`src/sv/bpc_pkg.sv`:
```
// ----------------------------------------------------------------------------
// bpc_pkg: shared types and constants of the button press classifier
// Holds the tick record passed from the front end to the event serializer,
// the event kinds and the configuration register indexes.
// ----------------------------------------------------------------------------
package bpc_pkg;

  localparam int NUM_BUTTONS = 4;
  localparam int NUM_SLOTS   = 2 * NUM_BUTTONS;  // two event slots per button
  localparam int SLOT_W      = $clog2(NUM_SLOTS);
  localparam int BTN_W       = 2;
  localparam int HELD_W      = 16;
  localparam int DEB_W       = 8;

  localparam int CFG_IDX_W   = 3;
  localparam int CFG_DATA_W  = 16;

  localparam int IN_DATA_W   = 8;
  localparam int OUT_DATA_W  = 24;

  // Configuration register indexes.
  localparam logic [CFG_IDX_W-1:0] REG_ACTIVE_LEVELS = 3'd0;
  localparam logic [CFG_IDX_W-1:0] REG_BUTTON_ENABLE = 3'd1;
  localparam logic [CFG_IDX_W-1:0] REG_DEBOUNCE      = 3'd2;
  localparam logic [CFG_IDX_W-1:0] REG_LONG_0        = 3'd3;
  localparam logic [CFG_IDX_W-1:0] REG_LONG_1        = 3'd4;
  localparam logic [CFG_IDX_W-1:0] REG_LONG_2        = 3'd5;
  localparam logic [CFG_IDX_W-1:0] REG_LONG_3        = 3'd6;

  localparam logic [HELD_W-1:0] HELD_MAX  = 16'hFFFF;
  localparam logic [DEB_W-1:0]  COUNT_MAX = 8'hFF;
  localparam logic [DEB_W-1:0]  DEB_RESET = 8'd50;
  localparam logic [HELD_W-1:0] LONG_RESET = 16'd1000;

  typedef enum logic [1:0] {
    EV_PRESSED  = 2'd0,
    EV_RELEASED = 2'd1,
    EV_LONG     = 2'd2
  } ev_kind_t;

  // One classified tick. Slot 2*i carries the press or release of button i,
  // slot 2*i+1 its long press, so slot order is the order of the events.
  typedef struct packed {
    logic [NUM_SLOTS-1:0]              slot_valid;
    ev_kind_t [NUM_SLOTS-1:0]          kind;
    logic [NUM_SLOTS-1:0][HELD_W-1:0]  held;
    logic [NUM_BUTTONS-1:0]            mask;
  } tick_rec_t;

endpackage

```
`src/sv/button_press_classifier.sv`:
```
// ----------------------------------------------------------------------------
// button_press_classifier: debounce and long-press event generator
// Takes one word per millisecond tick with the raw pin levels of four
// buttons and emits one word per pressed, released or long-press event.
// ----------------------------------------------------------------------------
//
//  Channel   Direction  Handshake          Payload
//  s_*       in         s_tvalid/s_tready  s_tdata[3:0] pin_levels
//  m_*       out        m_tvalid/m_tready  m_tdata: index, kind, held, mask;
//                                          m_tlast marks a tick's last event
//  cfg_*     in         cfg_we             cfg_index, cfg_data
//
// A tick is classified in the cycle it is accepted, so a new tick can be
// taken every cycle while the record queue has room. Events leave one per
// cycle from the output register unless m_tready stalls them; a tick
// yields zero to eight words. Ticks with no event never enter the queue.
// Reset clears the debounce state, the queue and the output valid flag,
// and loads the configuration reset values. A stall on m_tready backs up
// through the queue to s_tready after QUEUE_DEPTH records.
//
module button_press_classifier #(
  parameter int QUEUE_DEPTH = 4
) (
  input  logic                           clk,
  input  logic                           rst,
  // Configuration write port.
  input  logic                           cfg_we,
  input  logic [bpc_pkg::CFG_IDX_W-1:0]  cfg_index,
  input  logic [bpc_pkg::CFG_DATA_W-1:0] cfg_data,
  // Tick stream.
  input  logic                           s_tvalid,
  output logic                           s_tready,
  input  logic [bpc_pkg::IN_DATA_W-1:0]  s_tdata,   // [3:0] pin_levels, [7:4] zero
  // Event stream.
  output logic                           m_tvalid,
  input  logic                           m_tready,
  output logic [bpc_pkg::OUT_DATA_W-1:0] m_tdata,   // [1:0] button_index,
                                                    // [3:2] event_kind,
                                                    // [19:4] held_ticks,
                                                    // [23:20] pressed_mask
  output logic                           m_tlast    // last_event
);
  import bpc_pkg::*;

  tick_rec_t rec, head;
  logic      rec_push, q_full, q_empty, q_pop;
  logic      tick_accept;

  // The queue only refuses a tick when it is full, even if that tick
  // would cause no event.
  assign s_tready    = !q_full;
  assign tick_accept = s_tvalid && s_tready;

  bpc_front u_front (
    .clk        (clk),
    .rst        (rst),
    .cfg_we     (cfg_we),
    .cfg_index  (cfg_index),
    .cfg_data   (cfg_data),
    .tick_valid (tick_accept),
    .pins       (s_tdata[NUM_BUTTONS-1:0]),
    .rec_push   (rec_push),
    .rec        (rec)
  );

  bpc_queue #(
    .DEPTH (QUEUE_DEPTH)
  ) u_queue (
    .clk      (clk),
    .rst      (rst),
    .push     (rec_push),
    .push_rec (rec),
    .full     (q_full),
    .pop      (q_pop),
    .head     (head),
    .empty    (q_empty)
  );

  bpc_back u_back (
    .clk      (clk),
    .rst      (rst),
    .head     (head),
    .empty    (q_empty),
    .pop      (q_pop),
    .m_tvalid (m_tvalid),
    .m_tready (m_tready),
    .m_tdata  (m_tdata),
    .m_tlast  (m_tlast)
  );

endmodule

```
`src/sv/bpc_front.sv`:
```
// ----------------------------------------------------------------------------
// bpc_front: tick classifier
// Holds the configuration registers and the per-button debounce state and
// turns each accepted tick into a record of the events it causes.
// ----------------------------------------------------------------------------
module bpc_front (
  input  logic                          clk,
  input  logic                          rst,
  input  logic                          cfg_we,
  input  logic [bpc_pkg::CFG_IDX_W-1:0]  cfg_index,
  input  logic [bpc_pkg::CFG_DATA_W-1:0] cfg_data,
  input  logic                          tick_valid,
  input  logic [bpc_pkg::NUM_BUTTONS-1:0] pins,
  output logic                          rec_push,
  output bpc_pkg::tick_rec_t            rec
);
  import bpc_pkg::*;

  logic [NUM_BUTTONS-1:0]             active_levels;
  logic [NUM_BUTTONS-1:0]             button_enable;
  logic [DEB_W-1:0]                   debounce_ticks;
  logic [NUM_BUTTONS-1:0][HELD_W-1:0] long_ticks;

  logic [NUM_BUTTONS-1:0]             prev_level, prev_level_next;
  logic [NUM_BUTTONS-1:0]             captured, captured_next;
  logic [NUM_BUTTONS-1:0]             win_active, win_active_next;
  logic [NUM_BUTTONS-1:0][DEB_W-1:0]  win_count, win_count_next;
  logic [NUM_BUTTONS-1:0]             stable, stable_next;
  logic [NUM_BUTTONS-1:0]             long_fired, long_fired_next;
  logic [NUM_BUTTONS-1:0][HELD_W-1:0] held, held_next;

  always_ff @(posedge clk) begin
    if (rst) begin
      active_levels  <= '0;
      button_enable  <= '0;
      debounce_ticks <= DEB_RESET;
      long_ticks     <= {NUM_BUTTONS{LONG_RESET}};
    end else if (cfg_we) begin
      case (cfg_index)
        REG_ACTIVE_LEVELS: active_levels  <= cfg_data[NUM_BUTTONS-1:0];
        REG_BUTTON_ENABLE: button_enable  <= cfg_data[NUM_BUTTONS-1:0];
        REG_DEBOUNCE:      debounce_ticks <= cfg_data[DEB_W-1:0];
        REG_LONG_0:        long_ticks[0]  <= cfg_data[HELD_W-1:0];
        REG_LONG_1:        long_ticks[1]  <= cfg_data[HELD_W-1:0];
        REG_LONG_2:        long_ticks[2]  <= cfg_data[HELD_W-1:0];
        REG_LONG_3:        long_ticks[3]  <= cfg_data[HELD_W-1:0];
        default: ;
      endcase
    end
  end

  // Each button is independent; only the slot order ties them together.
  always_comb begin
    logic              lvl;
    logic [HELD_W-1:0] held_inc;
    logic [DEB_W-1:0]  cnt_inc;
    prev_level_next = prev_level;
    captured_next   = captured;
    win_active_next = win_active;
    win_count_next  = win_count;
    stable_next     = stable;
    long_fired_next = long_fired;
    held_next       = held;
    rec             = '0;
    for (int i = 0; i < NUM_BUTTONS; i++) begin
      lvl      = pins[i];
      held_inc = (stable[i] && held[i] != HELD_MAX) ? held[i] + 1'b1 : held[i];
      cnt_inc  = (win_count[i] != COUNT_MAX) ? win_count[i] + 1'b1 : win_count[i];
      prev_level_next[i] = lvl;
      if (!button_enable[i]) begin
        captured_next[i]   = 1'b0;
        win_active_next[i] = 1'b0;
        win_count_next[i]  = '0;
        stable_next[i]     = 1'b0;
        long_fired_next[i] = 1'b0;
        held_next[i]       = '0;
      end else begin
        held_next[i] = held_inc;
        if (lvl != prev_level[i]) begin
          captured_next[i]   = lvl;
          win_active_next[i] = 1'b1;
          win_count_next[i]  = '0;
        end else if (win_active[i]) begin
          win_count_next[i] = cnt_inc;
          if (cnt_inc >= debounce_ticks) begin
            win_active_next[i] = 1'b0;
            win_count_next[i]  = '0;
            if (lvl == captured[i]) begin
              if (lvl == active_levels[i] && !stable[i]) begin
                stable_next[i]         = 1'b1;
                held_next[i]           = '0;
                long_fired_next[i]     = 1'b0;
                rec.slot_valid[2*i]    = 1'b1;
                rec.kind[2*i]          = EV_PRESSED;
                rec.held[2*i]          = '0;
              end else if (lvl != active_levels[i] && stable[i]) begin
                stable_next[i]         = 1'b0;
                held_next[i]           = '0;
                long_fired_next[i]     = 1'b0;
                rec.slot_valid[2*i]    = 1'b1;
                rec.kind[2*i]          = EV_RELEASED;
                rec.held[2*i]          = held_inc;
              end
            end
          end
        end
        if (stable_next[i] && !long_fired_next[i] && held_next[i] >= long_ticks[i]) begin
          long_fired_next[i]    = 1'b1;
          rec.slot_valid[2*i+1] = 1'b1;
          rec.kind[2*i+1]       = EV_LONG;
          rec.held[2*i+1]       = held_next[i];
        end
      end
    end
    rec.mask = stable_next;
  end

  assign rec_push = tick_valid && (rec.slot_valid != '0);

  always_ff @(posedge clk) begin
    if (rst) begin
      prev_level <= '0;
      captured   <= '0;
      win_active <= '0;
      win_count  <= '0;
      stable     <= '0;
      long_fired <= '0;
      held       <= '0;
    end else if (tick_valid) begin
      prev_level <= prev_level_next;
      captured   <= captured_next;
      win_active <= win_active_next;
      win_count  <= win_count_next;
      stable     <= stable_next;
      long_fired <= long_fired_next;
      held       <= held_next;
    end
  end

endmodule

```
`src/sv/bpc_queue.sv`:
```
// ----------------------------------------------------------------------------
// bpc_queue: tick record queue
// Small register queue between the classifier and the serializer; the head
// entry is visible without a pop.
// ----------------------------------------------------------------------------
module bpc_queue #(
  parameter int DEPTH = 4
) (
  input  logic               clk,
  input  logic               rst,
  input  logic               push,
  input  bpc_pkg::tick_rec_t push_rec,
  output logic               full,
  input  logic               pop,
  output bpc_pkg::tick_rec_t head,
  output logic               empty
);
  import bpc_pkg::*;

  localparam int PTR_W = (DEPTH > 1) ? $clog2(DEPTH) : 1;
  localparam int CNT_W = $clog2(DEPTH + 1);

  tick_rec_t          entries [DEPTH];
  logic [PTR_W-1:0]   wr_ptr, rd_ptr;
  logic [CNT_W-1:0]   count;

  function automatic logic [PTR_W-1:0] wrap_inc(input logic [PTR_W-1:0] p);
    return (p == PTR_W'(DEPTH - 1)) ? '0 : p + 1'b1;
  endfunction

  assign full  = (count == CNT_W'(DEPTH));
  assign empty = (count == '0);
  assign head  = entries[rd_ptr];

  always_ff @(posedge clk) begin
    if (push && !full) begin
      entries[wr_ptr] <= push_rec;
    end
  end

  always_ff @(posedge clk) begin
    if (rst) begin
      wr_ptr <= '0;
      rd_ptr <= '0;
      count  <= '0;
    end else begin
      if (push && !full) begin
        wr_ptr <= wrap_inc(wr_ptr);
      end
      if (pop && !empty) begin
        rd_ptr <= wrap_inc(rd_ptr);
      end
      case ({push && !full, pop && !empty})
        2'b10:   count <= count + 1'b1;
        2'b01:   count <= count - 1'b1;
        default: ;
      endcase
    end
  end

endmodule

```
`src/sv/bpc_back.sv`:
```
// ----------------------------------------------------------------------------
// bpc_back: event serializer
// Walks the head record's valid slots in order into an output register,
// one word per cycle unless stalled; pops the record with its last event.
// ----------------------------------------------------------------------------
module bpc_back (
  input  logic                           clk,
  input  logic                           rst,
  input  bpc_pkg::tick_rec_t             head,
  input  logic                           empty,
  output logic                           pop,
  output logic                           m_tvalid,
  input  logic                           m_tready,
  output logic [bpc_pkg::OUT_DATA_W-1:0] m_tdata,
  output logic                           m_tlast
);
  import bpc_pkg::*;

  logic [NUM_SLOTS-1:0] done;      // slots of the head already sent
  logic [NUM_SLOTS-1:0] avail;
  logic [NUM_SLOTS-1:0] rest;
  logic [SLOT_W-1:0]    sel;
  logic                 emit;

  assign avail = head.slot_valid & ~done;

  always_comb begin
    sel = '0;
    for (int k = NUM_SLOTS - 1; k >= 0; k--) begin
      if (avail[k]) begin
        sel = SLOT_W'(k);
      end
    end
    rest      = avail;
    rest[sel] = 1'b0;
  end

  assign emit = !empty && (!m_tvalid || m_tready);
  assign pop  = emit && (rest == '0);

  always_ff @(posedge clk) begin
    if (rst) begin
      done     <= '0;
      m_tvalid <= 1'b0;
    end else begin
      if (emit) begin
        done     <= (rest == '0) ? '0 : (head.slot_valid & ~rest);
        m_tvalid <= 1'b1;
      end else if (m_tready) begin
        m_tvalid <= 1'b0;
      end
    end
  end

  always_ff @(posedge clk) begin
    if (emit) begin
      m_tdata <= {head.mask, head.held[sel], head.kind[sel], sel[SLOT_W-1:1]};
      m_tlast <= (rest == '0);
    end
  end

endmodule

```
`config.mk`:
```
export PLATFORM = sky130hd
export DESIGN_NAME = button_press_classifier
export DESIGN_NICKNAME = d
export VERILOG_FILES = /design/src/sv/bpc_pkg.sv /design/src/sv/button_press_classifier.sv /design/src/sv/bpc_front.sv /design/src/sv/bpc_queue.sv /design/src/sv/bpc_back.sv
export SDC_FILE = /design/constraint.sdc
export NUM_CORES = 1
export LEC_CHECK = 0
export BUFFER_PORTS_ARGS = -buffer_cell sky130_fd_sc_hd__buf_2
export CAP_MARGIN = 20
export CORE_AREA = 2 2 261 263
export DETAILED_ROUTE_END_ITERATION = 8
export DIE_AREA = 0 0 263 265
export PLACE_DENSITY_LB_ADDON = 0.15
export SYNTH_ARGS = -nofsm -noshare
export SYNTH_HDL_FRONTEND = slang
export SYNTH_SLANG_ARGS = --single-unit
```
`constraint.sdc`:
```
create_clock -name clk -period 23.1 [get_ports clk]
set_input_delay 1.155 -clock clk [delete_from_list [all_inputs] [get_ports clk]]
set_output_delay 1.155 -clock clk [all_outputs]
set_load 0.05 [all_outputs]
```
# After elaboration in Yosys (flattened, before gate mapping)
# Memories as Yosys holds them, arrays and structs flattened. A register that Yosys moved wholly into a read port is not among the register bits.
# Index checks and enable logic that the tools add are counted.
# W data, S select, Z words.
[word_totals] reg_bits=237 ram_bits=624 inputBits=32 output_inout_bits=27 word_cells=430 memories=1
[op_classes] addsub=12 n_lt_le_gt_ge=10 eq_ne=43 mux=268 bitwise=6 n_reduce_logical=60
[mem_list] name="u_queue.entries" depth=4 width=156 rd=1 rd_ports_with_merged_regs=1 wr=1 line_no="bpc_queue.sv:23" rtl="tick_rec_t entries [DEPTH];"
[ops] cell="$mux W16" count=65
[ops] cell="$mux W8" count=21
[ops] cell="$mux W1" count=129
[ops] cell="$mux W32" count=4
[ops] cell="$mux W2" count=33
[ops] cell="$add A16 B1 Y16 const B" count=4
[ops] cell="$ge A16 B16 Y1" count=4
[ops] cell="$ne A16 B16 Y1 const B" count=4
[ops] cell="$bmux W16 S3" count=1
[ops] cell="$add A8 B1 Y8 const B" count=4
[ops] cell="$ge A8 B8 Y1" count=4
[ops] cell="$ne A8 B8 Y1 const B" count=4
[ops] cell="$reduce_and A2 Y1" count=15
[ops] cell="$logic_and A1 B1 Y1" count=27
[ops] cell="$and A8 B8 Y8" count=3
[ops] cell="$mux W3" count=8
[ops] cell="$not A8 Y8" count=3
[ops] cell="$mux W4" count=4
[ops] cell="$eq A3 B3 Y1 const B" count=4
[ops] cell="$ne A3 B3 Y1 const B" count=4
[ops] cell="$logic_not A1 Y1" count=11
[ops] cell="$eq A1 B1 Y1" count=8
[ops] cell="$logic_not A8 Y1" count=1
[ops] cell="$ne A1 B1 Y1" count=8
[ops] cell="other kinds (17)" count=26

# Logic depth before layout (Yosys ltp)
[logic_depth] ltp_word=21 ltp_mapped=29 ltp_nobuf=29

# By module
# Synthesis repeated with hierarchy kept, for this count alone.
[hier_totals] cells_unflattened=2848 area_unflattened_um2=38635.8
[modules_own_cells] module="bpc_queue" n_inst=1 cells_each=869 area_per_inst_um2=23123.4 seq_area_each_um2=18918.1
[modules_own_cells] module="bpc_front" n_inst=1 cells_each=1746 area_per_inst_um2=13078.8 seq_area_each_um2=3923.8
[modules_own_cells] module="bpc_back" n_inst=1 cells_each=231 area_per_inst_um2=2423.6 seq_area_each_um2=930.9
[modules_own_cells] module="button_press_classifier" n_inst=1 cells_each=2 area_per_inst_um2=10.0 seq_area_each_um2=0.0

# Least setup slack after synthesis
# No wires, ideal clock.
[synth_path] kind="register -> register" from="register u_front.win_count[8] in the netlist's numbering" to="memory u_queue.entries[3][0] in the netlist's numbering, enable pin" setup_time_ps=521 arrival_ps=7875 required_ps=22579 setup_slack_ps=14704 path_stages_with_launch=22 n_path_buf=1 period_less_slack_ps=8396 path_cell_list="dfxtp_1 ha_1 nand2_1 nor2_1 nand3_1 mux2_2 ha_1 a2111oi_0 o31ai_1 nand3_1 nor2_1 clkbuf_1 nor2_1 ha_1 o211ai_1 o21ai_0 nand3_1 o21ai_0 o211ai_1 and3_1 a21oi_1 and2_1"
[synth_between] elab_chain_len=17 elab_cells_between_ends=30 classes_between="add/sub (1); order compare (2); eq/ne (1); mux (20); reduce/logical (6)"
[synth_lines] element="start, declared" line_no="bpc_front.sv:27" rtl="logic [NUM_BUTTONS-1:0][DEB_W-1:0] win_count, win_count_next;"
[synth_lines] element="start signal, assigned" line_no="bpc_front.sv:133" rtl="win_count <= win_count_next;"
[synth_lines] element="$add A8 B1 Y8 or $ne A8 B8 Y1 (tied branches)" line_no="bpc_front.sv:68" rtl="cnt_inc = (win_count[i] != COUNT_MAX) ? win_count[i] + 1'b1 : win_count[i];"
[synth_lines] element="$mux W8 (*)" line_no="bpc_front.sv:68"
[synth_lines] element="$ge A8 B8 Y1 (*)" line_no="bpc_front.sv:85" rtl="if (cnt_inc >= debounce_ticks) begin"
[synth_lines] element="parallel branches: the longest is 8 deep, another holds $ge A16 B16 Y1"
[synth_lines] element="$mux W2 (*)" line_no="bpc_front.sv:70" rtl="if (!button_enable[i]) begin"
[synth_lines] element="$reduce_bool A8 Y1 (*)" line_no="bpc_front.sv:118" rtl="assign rec_push = tick_valid && (rec.slot_valid != '0);"
[synth_lines] element="$logic_and A1 B1 Y1 (*)" line_no="bpc_front.sv:118"
[synth_lines] element="$logic_and A1 B1 Y1 (*)" line_no="bpc_queue.sv:36" rtl="if (push && !full) begin"
[synth_lines] element="$mux W1 (*)" line_no="bpc_queue.sv:36"
[synth_lines] element="$mux W1 (implied by the code) (*)" line_no="bpc_queue.sv:37" rtl="entries[wr_ptr] <= push_rec;"
[synth_lines] element="end, declared" line_no="bpc_queue.sv:23"
# Mark *: on every way between the ends. The select of a mux whose other input is x is not followed.

# Final worst setup path
[layout_path] from="register u_front.win_count[8] in the netlist's numbering" to="memory u_queue.entries[0][116] in the netlist's numbering, enable pin"
# The elaborated chain is that of the path after synthesis.

==> impl_metrics.tcl <==
set metrics [dict create \
    status "completed" \
    core_region_area_um2 66800 \
    ant_nets 0 \
    grt_overflow 0 \
    yosys_warnings 0 \
    nFillCells 5228 \
    critical_path_class "reg2reg" \
    area_growth_pct 10.9 \
    startpoint_type "register" \
    fin_ws_ps 14770 \
    wire_per_inst_um 23.2 \
    fin_total_pwr_mw 2.97 \
    cellPowerDensity_nw_per_um2 73.7 \
    die_x_um 263 \
    grt_pass1_vias 22900 \
    hold_path_depth 2 \
    numPortBuffers 54 \
    cts_buffer_depth 3 \
    drtIter0Drc 1989 \
    routabilityCongestion 0.898 \
    crit_slowest_cell "buf_4" \
    slew_viol_final 0 \
    layout.cells.non_filler 3838 \
    dp_slack_ps 14850 \
    clkTransAtPathRegs_ps 60 \
    worst_hold_slack_ps 457 \
    period_minus_slack_ps 8330 \
    finalHoldViolations 0 \
    dr.pass1.iters 5 \
    pin_count 59 \
    finalCritPeriodShare 0.361 \
    synth_cell_type_count 82 \
    ff_latch_area_um2 22300 \
    post_dp_cell_area_um2 37500 \
    die_area_um2 69700 \
    synth_ff_type "edfxtp_1" \
    vias_per_cell 6.09 \
    nets 3048 \
    final_area_um2 40400 \
    postCtsSetupBuffers 0 \
    fmax_mhz 120 \
    synth_cells 2846 \
    utilization 0.604 \
    dp.cells 3676 \
    grt_max_degree 103 \
    cts_buffers 84 \
    drt_wl_total_mm 89.0 \
    timing.rr.start "u_front.win_count[8]" \
    arrival_ps 8570 \
    antenna_found_initial 6 \
    cts_hold_buf 0 \
    async_reset_ff_frac 0 \
    rr_worst_depth 24 \
    multi_input_area_um2 13100 \
    power.leakage_nw 14.0 \
    holdPathEnd "u_front.debounce_ticks[2]" \
    setup_tns_ps 0 \
    worst_skew_pair.late_latency_ps 640 \
    cts.sinks 815 \
    yosysSeqAreaShare 0.614 \
    vias 23400 \
    worst_pin_slew_ps 1100 \
    holdCritStartpoint "u_front.debounce_ticks[2]" \
    setup_viol 0 \
    synth_edf_count 601 \
    cts_tree "done" \
    final_layout_size_suffix_gt1_frac 0.141 \
    hold_path.class "reg2reg" \
    maxCapViolations 0 \
    start_util 0.545 \
    synth_nets 3001 \
    ctsHtreeMaxLevel 3 \
    cp_cell_sequence "ha_1 -> nand2_1 -> nor2_1 -> nand3_1 -> mux2_2 -> ha_1 -> a2111oi_0 -> o31ai_1 -> nand3_1 -> nor2_1 -> buf_4 -> or2_2 -> inv_1 -> ha_1 -> o211ai_1 -> o21ai_0 -> nand3_1 -> o21ai_0 -> o211ai_1 -> and3_1 -> a21oi_1 -> and2_4 -> buf_4 -> buf_4" \
    fp.dieH_um 265 \
    critPathMaxFanout 58 \
    crit_family "simple AND/OR/NAND/NOR gates" \
    ctsResizeCount 0 \
    max_stage_delay_ps 820 \
    rows 95 \
    rsz0062_at_grt "no" \
    critical_path_required_ps 23340 \
    fin_skew_ps 29.4 \
    endpoint_kind "register" \
    ir_worst_vdd_v 0.0000885 \
    cts-root-buf "clkbuf_16" \
    slew_headroom 0.266 \
    grt_pass1_wl_mm 136 \
    synth_area_um2 36400 \
    dp_hpwl_mm 58.2 \
    grt_use_total 0.257 \
    reg2reg_to "u_queue.entries[0][116]" \
    drcViolationCount 0 \
    path_buf_inv 4 \
    avgSynthCellArea_um2 12.8 \
    synth_seq_cells 815 \
    regToRegSetupSlack_ps 14770 \
]
## per-layer routing
layer	track usage	vias up	part of all wire
met1	0.358	11700	0.43
met3	0.0441	155	0.068
met4	0.0988	8	0.035
met2	0.407	806	0.47
li1	-	10700	-
met5	0	-	0.00052
## synth_stat cells, drive strengths merged (40+ instances only)
cell type,n,area share
nor3,44,0.0061
a21oi,171,0.024
xnor2,43,0.010
clkbuf,98,0.010
edfxtp,601,0.50
xor2,40,0.0096
o211ai,40,0.0086
ha,122,0.042
nand3,82,0.011
mux4,144,0.089
nor2,294,0.030
dfxtp,214,0.12
o21ai,96,0.013
nand2,306,0.032
inv,131,0.014
## cells in the final DEF (no fill, tap or decap), types with 12 or more instances in the layout
cell       netlist  final
nor3_1          44     42
nand3_1         82     82
nand4_1         28     28
ha_1           122    122
o21ai_0         90     90
buf_4            2     31
a22oi_1         33     33
o211ai_1        39     39
or3_1           12     12
mux2i_1         37     37
clkbuf_1        98     23
nor2_1         294    294
dfxtp_1        214    212
nand2_1        306    305
a21oi_1        171    171
mux4_2         144    144
inv_1          130    130
clkbuf_16        0     85
nor2b_1         14     14
a31oi_1         12     12
nand3b_1        12     12
and3_1          29     29
and4_1          13     13
buf_2           15     53
edfxtp_1       601    601
or2_2           29     29
nand2b_1        18     18
xor2_1          40     40
xnor2_1         43     43
## power breakdown
group          internal, mW  leakage (nW)  switching, mW
Clock                 0.814          1.37          0.559
Combinational        0.0117          5.31         0.0317
Sequential             1.55          7.33        0.00276
Total                  2.38          14.0          0.593
## registers in the layout, indices dropped and copies added (netlist names), named ones only
signal and count:
u_front.captured 4, u_back.m_tvalid 1, u_back.m_tlast 1, u_back.done 8, u_front.held 64, u_front.long_ticks 64, u_queue.count 3, u_back.m_tdata 24
u_queue.entries 576, u_front.stable 4, u_front.win_count 32, u_queue.rd_ptr 2, u_front.win_active 4, u_front.long_fired 4, u_front.active_levels 4, u_queue.wr_ptr 2
u_front.button_enable 4, u_front.prev_level 4, u_front.debounce_ticks 8
## tightest hold or removal path, cell delays in order, from the launching register on
cell,delay [ps]
dfxtp_1,310
nand2_1,50
a21oi_1,50
## worst max path at each step
stage                                     from                 endpoint  slack (ps)  depth (start not counted)
after floorplan           u_front.win_count[8]    u_queue.entries[3][0]       14700                         21
after global placement    u_front.win_count[8]  u_queue.entries[1][117]       14970                         25
after detailed placement  u_front.win_count[8]  u_queue.entries[0][117]       14850                         24
after CTS                 u_front.win_count[8]  u_queue.entries[0][116]       14810                         24
after global routing      u_front.win_count[8]  u_queue.entries[0][116]       14190                         24
final                     u_front.win_count[8]  u_queue.entries[0][116]       14770                         24
## cell families (layout without fill, tap and decap cells)
family          Yosys count  count (layout)  share of synthesized area
buf+inv                 260             377                     0.0282
simple gates            935             935                      0.119
mux                     186             186                      0.101
compound gates          443             443                     0.0759
fa+ha+maj               124             124                     0.0428
flops                   815             815                      0.614
other cells               0               2                          0
xor+xnor                 83              83                     0.0200
## cell type report
cell class | instances | share of cell area
Antenna cell | 2 | 0.000124
Clock buffer | 119 | 0.0584
Clock inverter | 37 | 0.0107
Inverter | 133 | 0.0124
Multi-Input combinational cell | 1771 | 0.324
Sequential cell | 815 | 0.554
Tap cell | 873 | 0.0271
Timing Repair Buffer | 88 | 0.0140
Power figures use the tool's default switching activity.
